--- src/hw/rtl/via_tsr_pkg.sv ---
// via_tsr_pkg: shared types and codes for the via timers and shift register block
// holds command, register index and shift mode codes plus the state, config
// and item structs; no dependencies
package via_tsr_pkg;

    localparam int CMD_W        = 2;
    localparam int VALUE_W      = 16;
    localparam int SHIFT_W      = 8;
    localparam int SCOUNT_W     = 4;
    localparam int SMODE_W      = 3;
    localparam int CFG_DATA_W   = 16;
    localparam int RESULT_W     = 44;
    localparam int M_TDATA_W    = 48;

    // command codes
    localparam logic [CMD_W-1:0] CMD_TICK       = 2'd0;
    localparam logic [CMD_W-1:0] CMD_LOAD_T1    = 2'd1;
    localparam logic [CMD_W-1:0] CMD_LOAD_T2    = 2'd2;
    localparam logic [CMD_W-1:0] CMD_LOAD_SHIFT = 2'd3;

    // configuration register indexes
    localparam int unsigned CFG_T1_FREE_RUN   = 0;
    localparam int unsigned CFG_T1_LATCH      = 1;
    localparam int unsigned CFG_T2_PULSE_MODE = 2;
    localparam int unsigned CFG_SHIFT_MODE    = 3;

    // shift control modes
    localparam logic [SMODE_W-1:0] SHIFT_OFF   = 3'd0;
    localparam logic [SMODE_W-1:0] SHIFT_RIGHT = 3'd1;
    localparam logic [SMODE_W-1:0] SHIFT_LEFT  = 3'd6;

    localparam logic [SCOUNT_W-1:0] SHIFT_COUNT_FULL = 4'd8;

    typedef struct packed {
        logic                 t1_free_run;
        logic [VALUE_W-1:0]   t1_latch;
        logic                 t2_pulse_mode;
        logic [SMODE_W-1:0]   shift_mode;
    } cfg_t;

    typedef struct packed {
        logic [CMD_W-1:0]     cmd;
        logic [VALUE_W-1:0]   load_value;
    } item_t;

    typedef struct packed {
        logic [VALUE_W-1:0]   t1_count;
        logic [VALUE_W-1:0]   t2_count;
        logic                 t1_done;
        logic                 t2_done;
        logic                 shift_done;
        logic [SHIFT_W-1:0]   shift_bits;
        logic [SCOUNT_W-1:0]  shifts_left;
        logic                 sclk_level;
        logic                 blank_out;
    } state_t;

endpackage

--- src/hw/rtl/via_timers_and_shift_register.sv ---
// via_timers_and_shift_register: top level of the via timers and shift register block
// instantiates via_tsr_in_reg and via_tsr_step; uses via_tsr_pkg
//
// usage
//   slave channel: one transaction per command. s_tuser carries the command
//   (tick, load timer 1, load timer 2, load shift register), s_tdata the load
//   value. every command gives exactly one result transaction on the master
//   channel with the flags, both counters and the shift register contents
//   as they stand after that command.
//   config channel: cfg_index selects t1_free_run, t1_latch, t2_pulse_mode or
//   shift_mode; cfg_ready is always high, other indexes are ignored. write
//   only while no command is in flight.
//   path: slave acceptance goes through the input register, then the result
//   register that also updates the timer state, and on to m_tvalid.
//   throughput: one command per cycle unless the output stalls; the state
//   loop has no pipeline register, so back-to-back ticks advance the counters every clock.
//   stall: a held result keeps m_tdata stable; one more command waits in the
//   input register, after which s_tready drops until m_tready returns.
//   reset: aresetn low (synchronous) empties both stages, clears the config,
//   zeroes the counters and shift state and sets both timer flags.
module via_timers_and_shift_register
    import via_tsr_pkg::*;
#(
    parameter int CFG_INDEX_W = 8
) (
    input  logic                    aclk,
    input  logic                    aresetn,
    // slave channel
    input  logic                    s_tvalid,
    output logic                    s_tready,
    input  logic [CMD_W-1:0]        s_tuser,   // [1:0] cmd
    input  logic [VALUE_W-1:0]      s_tdata,   // [15:0] load_value
    // master channel
    output logic                    m_tvalid,
    input  logic                    m_tready,
    // [0] t1_flag, [1] t2_flag, [2] shift_flag, [3] blank_level,
    // [19:4] t1_count, [35:20] t2_count, [43:36] shift_data, [47:44] zero
    output logic [M_TDATA_W-1:0]    m_tdata,
    // configuration write channel
    input  logic                    cfg_valid,
    output logic                    cfg_ready,
    input  logic [CFG_INDEX_W-1:0]  cfg_index,
    input  logic [CFG_DATA_W-1:0]   cfg_data
);

    // state after reset: counters and shift state zero, both timer flags set
    localparam state_t STATE_RESET = '{
        t1_count:    '0,
        t2_count:    '0,
        t1_done:     1'b1,
        t2_done:     1'b1,
        shift_done:  1'b0,
        shift_bits:  '0,
        shifts_left: '0,
        sclk_level:  1'b0,
        blank_out:   1'b0
    };

    cfg_t   cfg_reg;
    state_t state_reg;
    state_t state_next;
    item_t  item;
    logic   item_valid;
    logic   advance;

    logic                 m_tvalid_reg;
    logic [RESULT_W-1:0]  result_reg;
    logic [RESULT_W-1:0]  result_next;

    // result register frees up when empty or being taken this cycle
    assign advance = !m_tvalid_reg || m_tready;

    via_tsr_in_reg u_in_reg (
        .aclk       (aclk),
        .aresetn    (aresetn),
        .s_tvalid   (s_tvalid),
        .s_tready   (s_tready),
        .s_tuser    (s_tuser),
        .s_tdata    (s_tdata),
        .advance    (advance),
        .item_valid (item_valid),
        .item       (item)
    );

    via_tsr_step u_step (
        .cfg        (cfg_reg),
        .state_cur  (state_reg),
        .item       (item),
        .state_next (state_next)
    );

    // configuration registers, always ready
    assign cfg_ready = 1'b1;

    always_ff @(posedge aclk) begin
        if (!aresetn) begin
            cfg_reg <= '0;
        end else if (cfg_valid) begin
            case (cfg_index)
                CFG_INDEX_W'(CFG_T1_FREE_RUN):   cfg_reg.t1_free_run   <= cfg_data[0];
                CFG_INDEX_W'(CFG_T1_LATCH):      cfg_reg.t1_latch      <= cfg_data;
                CFG_INDEX_W'(CFG_T2_PULSE_MODE): cfg_reg.t2_pulse_mode <= cfg_data[0];
                CFG_INDEX_W'(CFG_SHIFT_MODE):    cfg_reg.shift_mode    <= cfg_data[SMODE_W-1:0];
                default: begin
                    cfg_reg <= cfg_reg;
                end
            endcase
        end
    end

    // timer and shift state, updated once per command leaving the input stage
    always_ff @(posedge aclk) begin
        if (!aresetn) begin
            state_reg <= STATE_RESET;
        end else if (advance && item_valid) begin
            state_reg <= state_next;
        end
    end

    assign result_next = {state_next.shift_bits,
                          state_next.t2_count,
                          state_next.t1_count,
                          state_next.blank_out,
                          state_next.shift_done,
                          state_next.t2_done,
                          state_next.t1_done};

    always_ff @(posedge aclk) begin
        if (!aresetn) begin
            m_tvalid_reg <= 1'b0;
        end else if (advance) begin
            m_tvalid_reg <= item_valid;
        end
    end

    always_ff @(posedge aclk) begin
        if (advance && item_valid) begin
            result_reg <= result_next;
        end
    end

    assign m_tvalid = m_tvalid_reg;
    assign m_tdata  = {(M_TDATA_W - RESULT_W)'(0), result_reg};

endmodule

--- src/hw/rtl/via_tsr_in_reg.sv ---
// via_tsr_in_reg: input register stage of the via timers and shift register block
// captures one transaction from the slave channel; uses via_tsr_pkg
module via_tsr_in_reg
    import via_tsr_pkg::*;
(
    input  logic                aclk,
    input  logic                aresetn,
    input  logic                s_tvalid,
    output logic                s_tready,
    input  logic [CMD_W-1:0]    s_tuser,
    input  logic [VALUE_W-1:0]  s_tdata,
    input  logic                advance,
    output logic                item_valid,
    output item_t               item
);

    logic  valid_reg;
    item_t item_reg;

    assign s_tready   = !valid_reg || advance;
    assign item_valid = valid_reg;
    assign item       = item_reg;

    always_ff @(posedge aclk) begin
        if (!aresetn) begin
            valid_reg <= 1'b0;
        end else if (s_tready) begin
            valid_reg <= s_tvalid;
        end
    end

    always_ff @(posedge aclk) begin
        if (s_tvalid && s_tready) begin
            item_reg.cmd        <= s_tuser;
            item_reg.load_value <= s_tdata;
        end
    end

endmodule

--- src/hw/rtl/via_tsr_step.sv ---
// via_tsr_step: next-state logic for one command of the via timers and shift register
// pure combinational; uses via_tsr_pkg
module via_tsr_step
    import via_tsr_pkg::*;
(
    input  cfg_t   cfg,
    input  state_t state_cur,
    input  item_t  item,
    output state_t state_next
);

    always_comb begin
        state_t s;
        logic   shift_run;
        logic   go_right;
        s         = state_cur;
        shift_run = 1'b0;
        go_right  = 1'b0;
        case (item.cmd)
            CMD_TICK: begin
                // timer 1
                if (cfg.t1_free_run) begin
                    if (state_cur.t1_count == '0) begin
                        s.t1_done  = 1'b1;
                        s.t1_count = cfg.t1_latch;
                    end else begin
                        s.t1_count = state_cur.t1_count - VALUE_W'(1);
                    end
                end else if (!state_cur.t1_done) begin
                    if (state_cur.t1_count == '0) begin
                        s.t1_done = 1'b1;
                    end else begin
                        s.t1_count = state_cur.t1_count - VALUE_W'(1);
                    end
                end
                // timer 2, pulse mode holds
                if (!cfg.t2_pulse_mode) begin
                    if (state_cur.t2_count == '0) begin
                        s.t2_done = 1'b1;
                    end else if (!state_cur.t2_done) begin
                        s.t2_count = state_cur.t2_count - VALUE_W'(1);
                    end
                end
                // shift register
                case (cfg.shift_mode)
                    SHIFT_OFF: begin
                        s.shift_done  = 1'b0;
                        s.shifts_left = '0;
                    end
                    SHIFT_RIGHT: begin
                        shift_run = 1'b1;
                        go_right  = 1'b1;
                    end
                    SHIFT_LEFT: begin
                        shift_run = 1'b1;
                    end
                    default: begin
                        shift_run = 1'b0;
                    end
                endcase
                if (shift_run && state_cur.shifts_left != '0) begin
                    s.sclk_level = !state_cur.sclk_level;
                    // shift on the falling edge of the shift clock
                    if (state_cur.sclk_level) begin
                        if (go_right) begin
                            s.blank_out  = state_cur.shift_bits[0];
                            s.shift_bits = {state_cur.shift_bits[0],
                                            state_cur.shift_bits[SHIFT_W-1:1]};
                        end else begin
                            s.blank_out  = state_cur.shift_bits[SHIFT_W-1];
                            s.shift_bits = {state_cur.shift_bits[SHIFT_W-2:0],
                                            state_cur.shift_bits[SHIFT_W-1]};
                        end
                        s.shifts_left = state_cur.shifts_left - SCOUNT_W'(1);
                        if (state_cur.shifts_left == SCOUNT_W'(1)) begin
                            s.shift_done = 1'b1;
                        end
                    end
                end
            end
            CMD_LOAD_T1: begin
                s.t1_count = item.load_value;
                s.t1_done  = 1'b0;
            end
            CMD_LOAD_T2: begin
                s.t2_count = item.load_value;
                s.t2_done  = 1'b0;
            end
            CMD_LOAD_SHIFT: begin
                s.shift_bits  = item.load_value[SHIFT_W-1:0];
                s.shifts_left = SHIFT_COUNT_FULL;
                s.shift_done  = 1'b0;
            end
            default: begin
                s = state_cur;
            end
        endcase
        state_next = s;
    end

endmodule

--- config.mk ---
export PLATFORM = sky130hd
export DESIGN_NAME = via_timers_and_shift_register
export DESIGN_NICKNAME = d
export VERILOG_FILES = /design/src/hw/rtl/via_tsr_pkg.sv /design/src/hw/rtl/via_timers_and_shift_register.sv /design/src/hw/rtl/via_tsr_in_reg.sv /design/src/hw/rtl/via_tsr_step.sv
export SDC_FILE = /design/constraint.sdc
export NUM_CORES = 1
export LEC_CHECK = 0
export BUFFER_PORTS_ARGS = -buffer_cell sky130_fd_sc_hd__buf_2
export CAP_MARGIN = 40
export CORE_ASPECT_RATIO = 0.6
export CORE_MARGIN = 1
export CORE_UTILIZATION = 45
export CTS_BUF_LIST = sky130_fd_sc_hd__clkbuf_4 sky130_fd_sc_hd__clkbuf_8
export CTS_CLUSTER_DIAMETER = 30
export DETAILED_ROUTE_END_ITERATION = 7
export GPL_ROUTABILITY_DRIVEN = 0
export PLACE_DENSITY = 0.66
export SYNTH_ARGS = -nofsm -noshare
export SYNTH_HDL_FRONTEND = slang
export SYNTH_SLANG_ARGS = --single-unit
export TNS_END_PERCENT = 5
--- constraint.sdc ---
create_clock -name aclk -period 4.2 [get_ports aclk]
set_input_delay 0.42 -clock aclk [delete_from_list [all_inputs] [get_ports aclk]]
set_output_delay 0.42 -clock aclk [all_outputs]
set_load 0.02 [all_outputs]
=== Word-level counts from Yosys, hierarchy flattened ===
Cells that the tools add are included.

* Mux-type cells: 31
* Reductions and logical operators: 22
* $add $sub $neg: 3
* Equal/unequal tests: 9

{| class="wikitable"
|+ Operators by type and width
! kind !! count
|-
| $mux W16 || 7
|-
| $pmux W16 S2 || 2
|-
| $logic_not A16 Y1 || 2
|-
| $sub A16 B1 Y16 const B || 2
|-
| $pmux W13 S2 || 1
|-
| $eq A8 B2 Y1 const B || 2
|-
| $mux W1 || 15
|-
| $mux W15 || 1
|-
| $mux W13 || 1
|-
| $reduce_and A2 Y1 || 5
|-
| $eq A8 B1 Y1 const B || 1
|-
| $logic_not A8 Y1 || 1
|-
| $mux W8 || 1
|-
| $eq A2 B2 Y1 const B || 2
|-
| $eq A4 B1 Y1 const B || 1
|-
| $mux W4 || 1
|-
| $pmux W1 S2 || 2
|-
| $reduce_bool A4 Y1 || 1
|-
| $sub A4 B1 Y4 const B || 1
|-
| $eq A3 B1 Y1 const B || 1
|-
| $eq A3 B3 Y1 const B || 1
|-
| $logic_and A1 B1 Y1 || 3
|-
| $logic_not A1 Y1 || 3
|-
| $logic_not A3 Y1 || 1
|-
| 6 further kinds || 7
|}

* Register bits: 134
* Logic and storage cells: 83
* Input port bits: 47
* Output and inout port bits: 51

=== Logic depth before layout (Yosys ltp) ===
* Depth in word-level cells: 7
* Gate-level depth with buffers: 9
* Depth with buffers taken out: 7

=== Cells and area by module ===
Synthesis repeated with hierarchy kept, for this count alone.

* Cell total of the unflattened synthesis: 770
* Area, all modules: 7257.0 um2

{| class="wikitable"
|+ By module, submodules not included
! module !! cells an instance !! area each (um2) !! instances !! sequential area each (um2)
|-
| via_timers_and_shift_register || 371 || 4226.6 || 1 || 2742.6
|-
| via_tsr_step || 376 || 2432.3 || 1 || 0.0
|-
| via_tsr_in_reg || 23 || 598.1 || 1 || 560.5
|}

=== Worst setup path before layout ===
OpenSTA, ideal clock, no wires.

* Path type: register -> register
* Start point: reg state_reg[33] (netlist bit)
* End point: reg result_reg[9], data pin
* Arrival: 2067 ps
* Clock period less this slack: 2337 ps
* Data required time: 3930 ps
* Buffers on the path: 2
* Library setup time: 270 ps
* Stages on the path, launching flop included: 10
* Slack: 1863 ps
* Path through: dfxtp_1 clkbuf_1 inv_1 ha_1 or3b_2 clkbuf_4 nor4_4 a21oi_1 a211oi_1 o21ai_0

{| class="wikitable"
|+ RTL lines
! what !! line !! RTL
|-
| start, declared || via_timers_and_shift_register.sv:60 || <nowiki>state_t state_reg;</nowiki>
|-
| start signal, assigned || via_timers_and_shift_register.sv:116 || <nowiki>state_reg <= state_next;</nowiki>
|-
| end signal, assigned || via_timers_and_shift_register.sv:138 || <nowiki>result_reg <= result_next;</nowiki>
|-
| end, declared || via_timers_and_shift_register.sv:67 || <nowiki>logic [RESULT_W-1:0] result_reg;</nowiki>
|}

==> summary.md <==
In this run, post-CTS hold repair placed 0 buffers. The core region is 16,300 um^2. Along the worst path, the maximum fanout reaches 9.

Row generation in the floorplan step produced 36 rows. The part of the cycle the worst path needs is 68.1%, and the part of the Yosys area used for sequential elements is 44.1%. Power spread over the standard cell area amounts to 385 nW/um^2. The fraction of synthesized cell area taken by the top area cell type is 24.8%. For the final count of hold timing violations, the log shows 0. The kind of launch point of the worst setup path is a flip-flop. The tools report the final hold slack as 0.137 ns. Of all cell types, the one taking the most synthesized area is sky130_fd_sc_hd__edfxtp_1. The clock arrives with 0.0133 ns of skew. The count of pins over their slew limit was 0.

The count of nets left with antenna violations after detail routing is 0, and the unique cell type count in the Yosys netlist is 88. IR analysis of the VDD net gives a maximum drop of 0.174 mV. The flow ran to the end, and the final reports show no timing, DRC or antenna violations.

Based on the critical path, the design can be clocked at up to 350 MHz. The flip-flop and latch count after synthesis is 134, and the clock latency reported for the late side of the worst-skew pair is 0.46 ns. After synthesis, the share of flip-flops with an asynchronous set or reset is 0%. The total overflow reported by the global router was 0. In the synthesized netlist the dominant register cell turns out to be sky130_fd_sc_hd__dfxtp_1.

Internal power comes to 2.22 mW. Once the clock tree was built, the setup fixing pass inserted 0 buffers. The clock transition time at the flip-flop clock pins of the worst setup and hold paths works out to 0.09 ns. The tools report the total of cells resized after clock tree synthesis as 0.

For the count of TritonRoute iterations in the first routing pass, the log shows 5. After synthesis, the most frequently instantiated cells are sky130_fd_sc_hd__dfxtp_1 (72), sky130_fd_sc_hd__edfxtp_1 (62), sky130_fd_sc_hd__nor2_1 (59). The time the worst path needs with I/O delays and setup was 2.86 ns; the number of nets in the finished design was 903. The fraction of final layout cells sized beyond drive strength 1 was 19.4%; the leakage dissipation was 3.21 nW. In the routed layout, each cell is associated on average with a via count of 6.02. The layout overhead on the synthesized area came out at 11.2%.

Max-cap violations in this run came to 0. The count of warnings emitted by yosys came out at 0. Data on the critical path is required at its endpoint by 4.41 ns. The buffer levels on the longest clock path is 2, and the post-detailed-route wirelength per cell is 18.9 um.

The run gives 0 as the number of antenna violations at the first check in global routing. Setup repair after global routing left no endpoint under its margin. The clock sink count came out at 134. The global-route wire length before repair was 31.6 mm. The all-layer global routing usage was 24.3%; the die extent in y was 102 um. In this run the tool buffered the top-level ports with 92 buffer cells. CTS built an H-tree with a depth of 4.

The I/O pin total was 98; the post-synthesis area per instance was 9.48 um^2. TritonCTS built the clock tree. The tools report the critical path endpoint category as a flip-flop. The actual transition at the worst max-transition pin works out to 0.908 ns.

In the final timing run, aggregate negative setup slack is 0 ns. The final routed wirelength across all metal layers was 20.6 mm. For the via count of the first global-routing pass, the log shows 5,452. The tools report the total of fill cells in the finished design as 1,495. The HPWL after detailed placement is 14.2 mm. Net switching is 31.0% of the power. Once the floorplan was initialized, standard cells occupied 46.1% of the core.

Of the total power, combinational logic draws 17.2%. The final route contains 6,545 vias. By area the synthesized netlist is led by sky130_fd_sc_hd__edfxtp_1 (25%), sky130_fd_sc_hd__dfxtp_1 (19%), sky130_fd_sc_hd__mux2i_1 (5.2%).

Clock tree synthesis inserted a total of 17 buffers. Worst max-slew margin expressed relative to the limit: 38.7%. Setup violations remaining at the end of the flow were counted as 0.

Library cell with the highest instance count after synthesis: sky130_fd_sc_hd__dfxtp_1. The worst setup path is of the flip-flop to flip-flop kind. STA puts the critical path data arrival time at 3.07 ns. The share of total power dissipated in sequential elements is 46.8%. The die covers 17,200 um^2.

Summed over all nets, the switching power comes to 0.994 mW. For this run, design rule violations remaining after detail routing come to 0. The repair_antennas step left the layout with diodes totalling 0.

Library cell used as clock root buffer: sky130_fd_sc_hd__clkbuf_8. The tightest min-delay check is of the primary input to flip-flop type. Pin count of the biggest net entering global routing: 73. The fraction of power consumed by the clock network was 36.0%; the flip-flop count of the largest register, all copies and words added was 49. In this run, synthesis inferred 62 flip-flops with an integrated enable.

The detailed router finished its first iteration with 750 violations. Synthesis handed over a netlist of 791 instances. The die extent in x is 169 um, and the mapped cell area is 7500 um^2.
worst max-delay path: stages (launching register included):
cell and delay (ns):
sky130_fd_sc_hd__dfxtp_1 0.40, sky130_fd_sc_hd__inv_1 0.12, sky130_fd_sc_hd__ha_1 0.25, sky130_fd_sc_hd__nor3b_1 0.76
sky130_fd_sc_hd__nand2_1 0.31, sky130_fd_sc_hd__o41a_1 0.45, sky130_fd_sc_hd__o221ai_2 0.22, sky130_fd_sc_hd__nand2_1 0.10
metal layers:
layer | track usage, % | up-vias | wire length [um]
li1 | - | 3113 | -
met1 | 39.1 | 3024 | 10300
met2 | 30.4 | 387 | 7680
met3 | 6.47 | 21 | 2350
met4 | 7.06 | 0 | 210
met5 | 0 | - | 0
cell usage in the layout, fill, tap and decap left out, drive strengths merged, types with 7 or more instances in the layout:
master / count
o21ai: 56
a31oi: 23
nor2: 59
a21oi: 58
or3: 9
nand3: 27
nor3b: 17
edfxtp: 62
dfxtp: 72
nor2b: 13
nand2: 56
or4: 12
clkbuf: 17
o22ai: 7
a22oi: 7
inv: 22
nor4: 11
clkinv: 8
ha: 10
mux2i: 39
nor3: 21
buf: 104
o211ai: 22
and3: 7
a32oi: 12
final timing paths:
check / end / slack (ns) / depth (start not counted) / startpoint
setup / recovery: result_reg[16] / 1.34 / 7 / state_reg[33]
hold / removal: u_in_reg.item[17] / 0.14 / 1 / s_tuser[1]
hold reg to reg: state_reg[14] / 0.50 / 2 / state_reg[14]
setup reg to reg: result_reg[16] / 1.34 / 7 / state_reg[33]
power by group through the flow:
stage | clock [mW] | sequential [mW] | combinational [mW]
global placement | 0 | 1.53 | 0.535
detailed placement | 0 | 1.53 | 0.537
global route | 1.22 | 1.51 | 0.600
CTS | 1.16 | 1.50 | 0.541
finish | 1.16 | 1.50 | 0.551
floorplan | 0 | 1.53 | 0.396
layout make-up:
class | instances | area [um^2] | area share [%]
well taps | 228 | 285 | 3.42
inverters | 19 | 72.6 | 0.871
clock buffers | 17 | 234 | 2.81
repair buffers | 104 | 571 | 6.85
multi-input cells | 570 | 3690 | 44.3
flip-flops and latches | 134 | 3300 | 39.6
clock inverters | 15 | 178 | 2.13
cell families (layout without fill, tap and decap cells):
family          count (synthesis)  count (layout)  synth area share, %
compound gates                248             248                 22.1
xor+xnor                        4               4                0.467
fa+ha+maj                      10              10                 1.67
buf+inv                        90             155                 6.91
flops                         134             134                 44.1
mux                            42              42                 5.66
other cells                     2               5                0.100
simple gates                  261             261                 19.0
stage by stage:
| step | total power [mW] | std cells | util (%) | worst slack (ns) | cell area [um^2] |
|---|---|---|---|---|---|
| floorplan | 1.92 | 794 | - | 1.86 | 7510 |
| CTS | 3.20 | 1087 | 51.2 | 1.45 | 8330 |
| global placement | 2.07 | 1054 | 48.6 | 1.55 | 7910 |
| global route | 3.33 | 1087 | 51.2 | 1.25 | 8330 |
| finish | 3.21 | 1087 | 51.2 | 1.34 | 8330 |
| detailed placement | 2.07 | 1055 | 48.7 | 1.46 | 7920 |
Power figures use the tool's default switching activity.
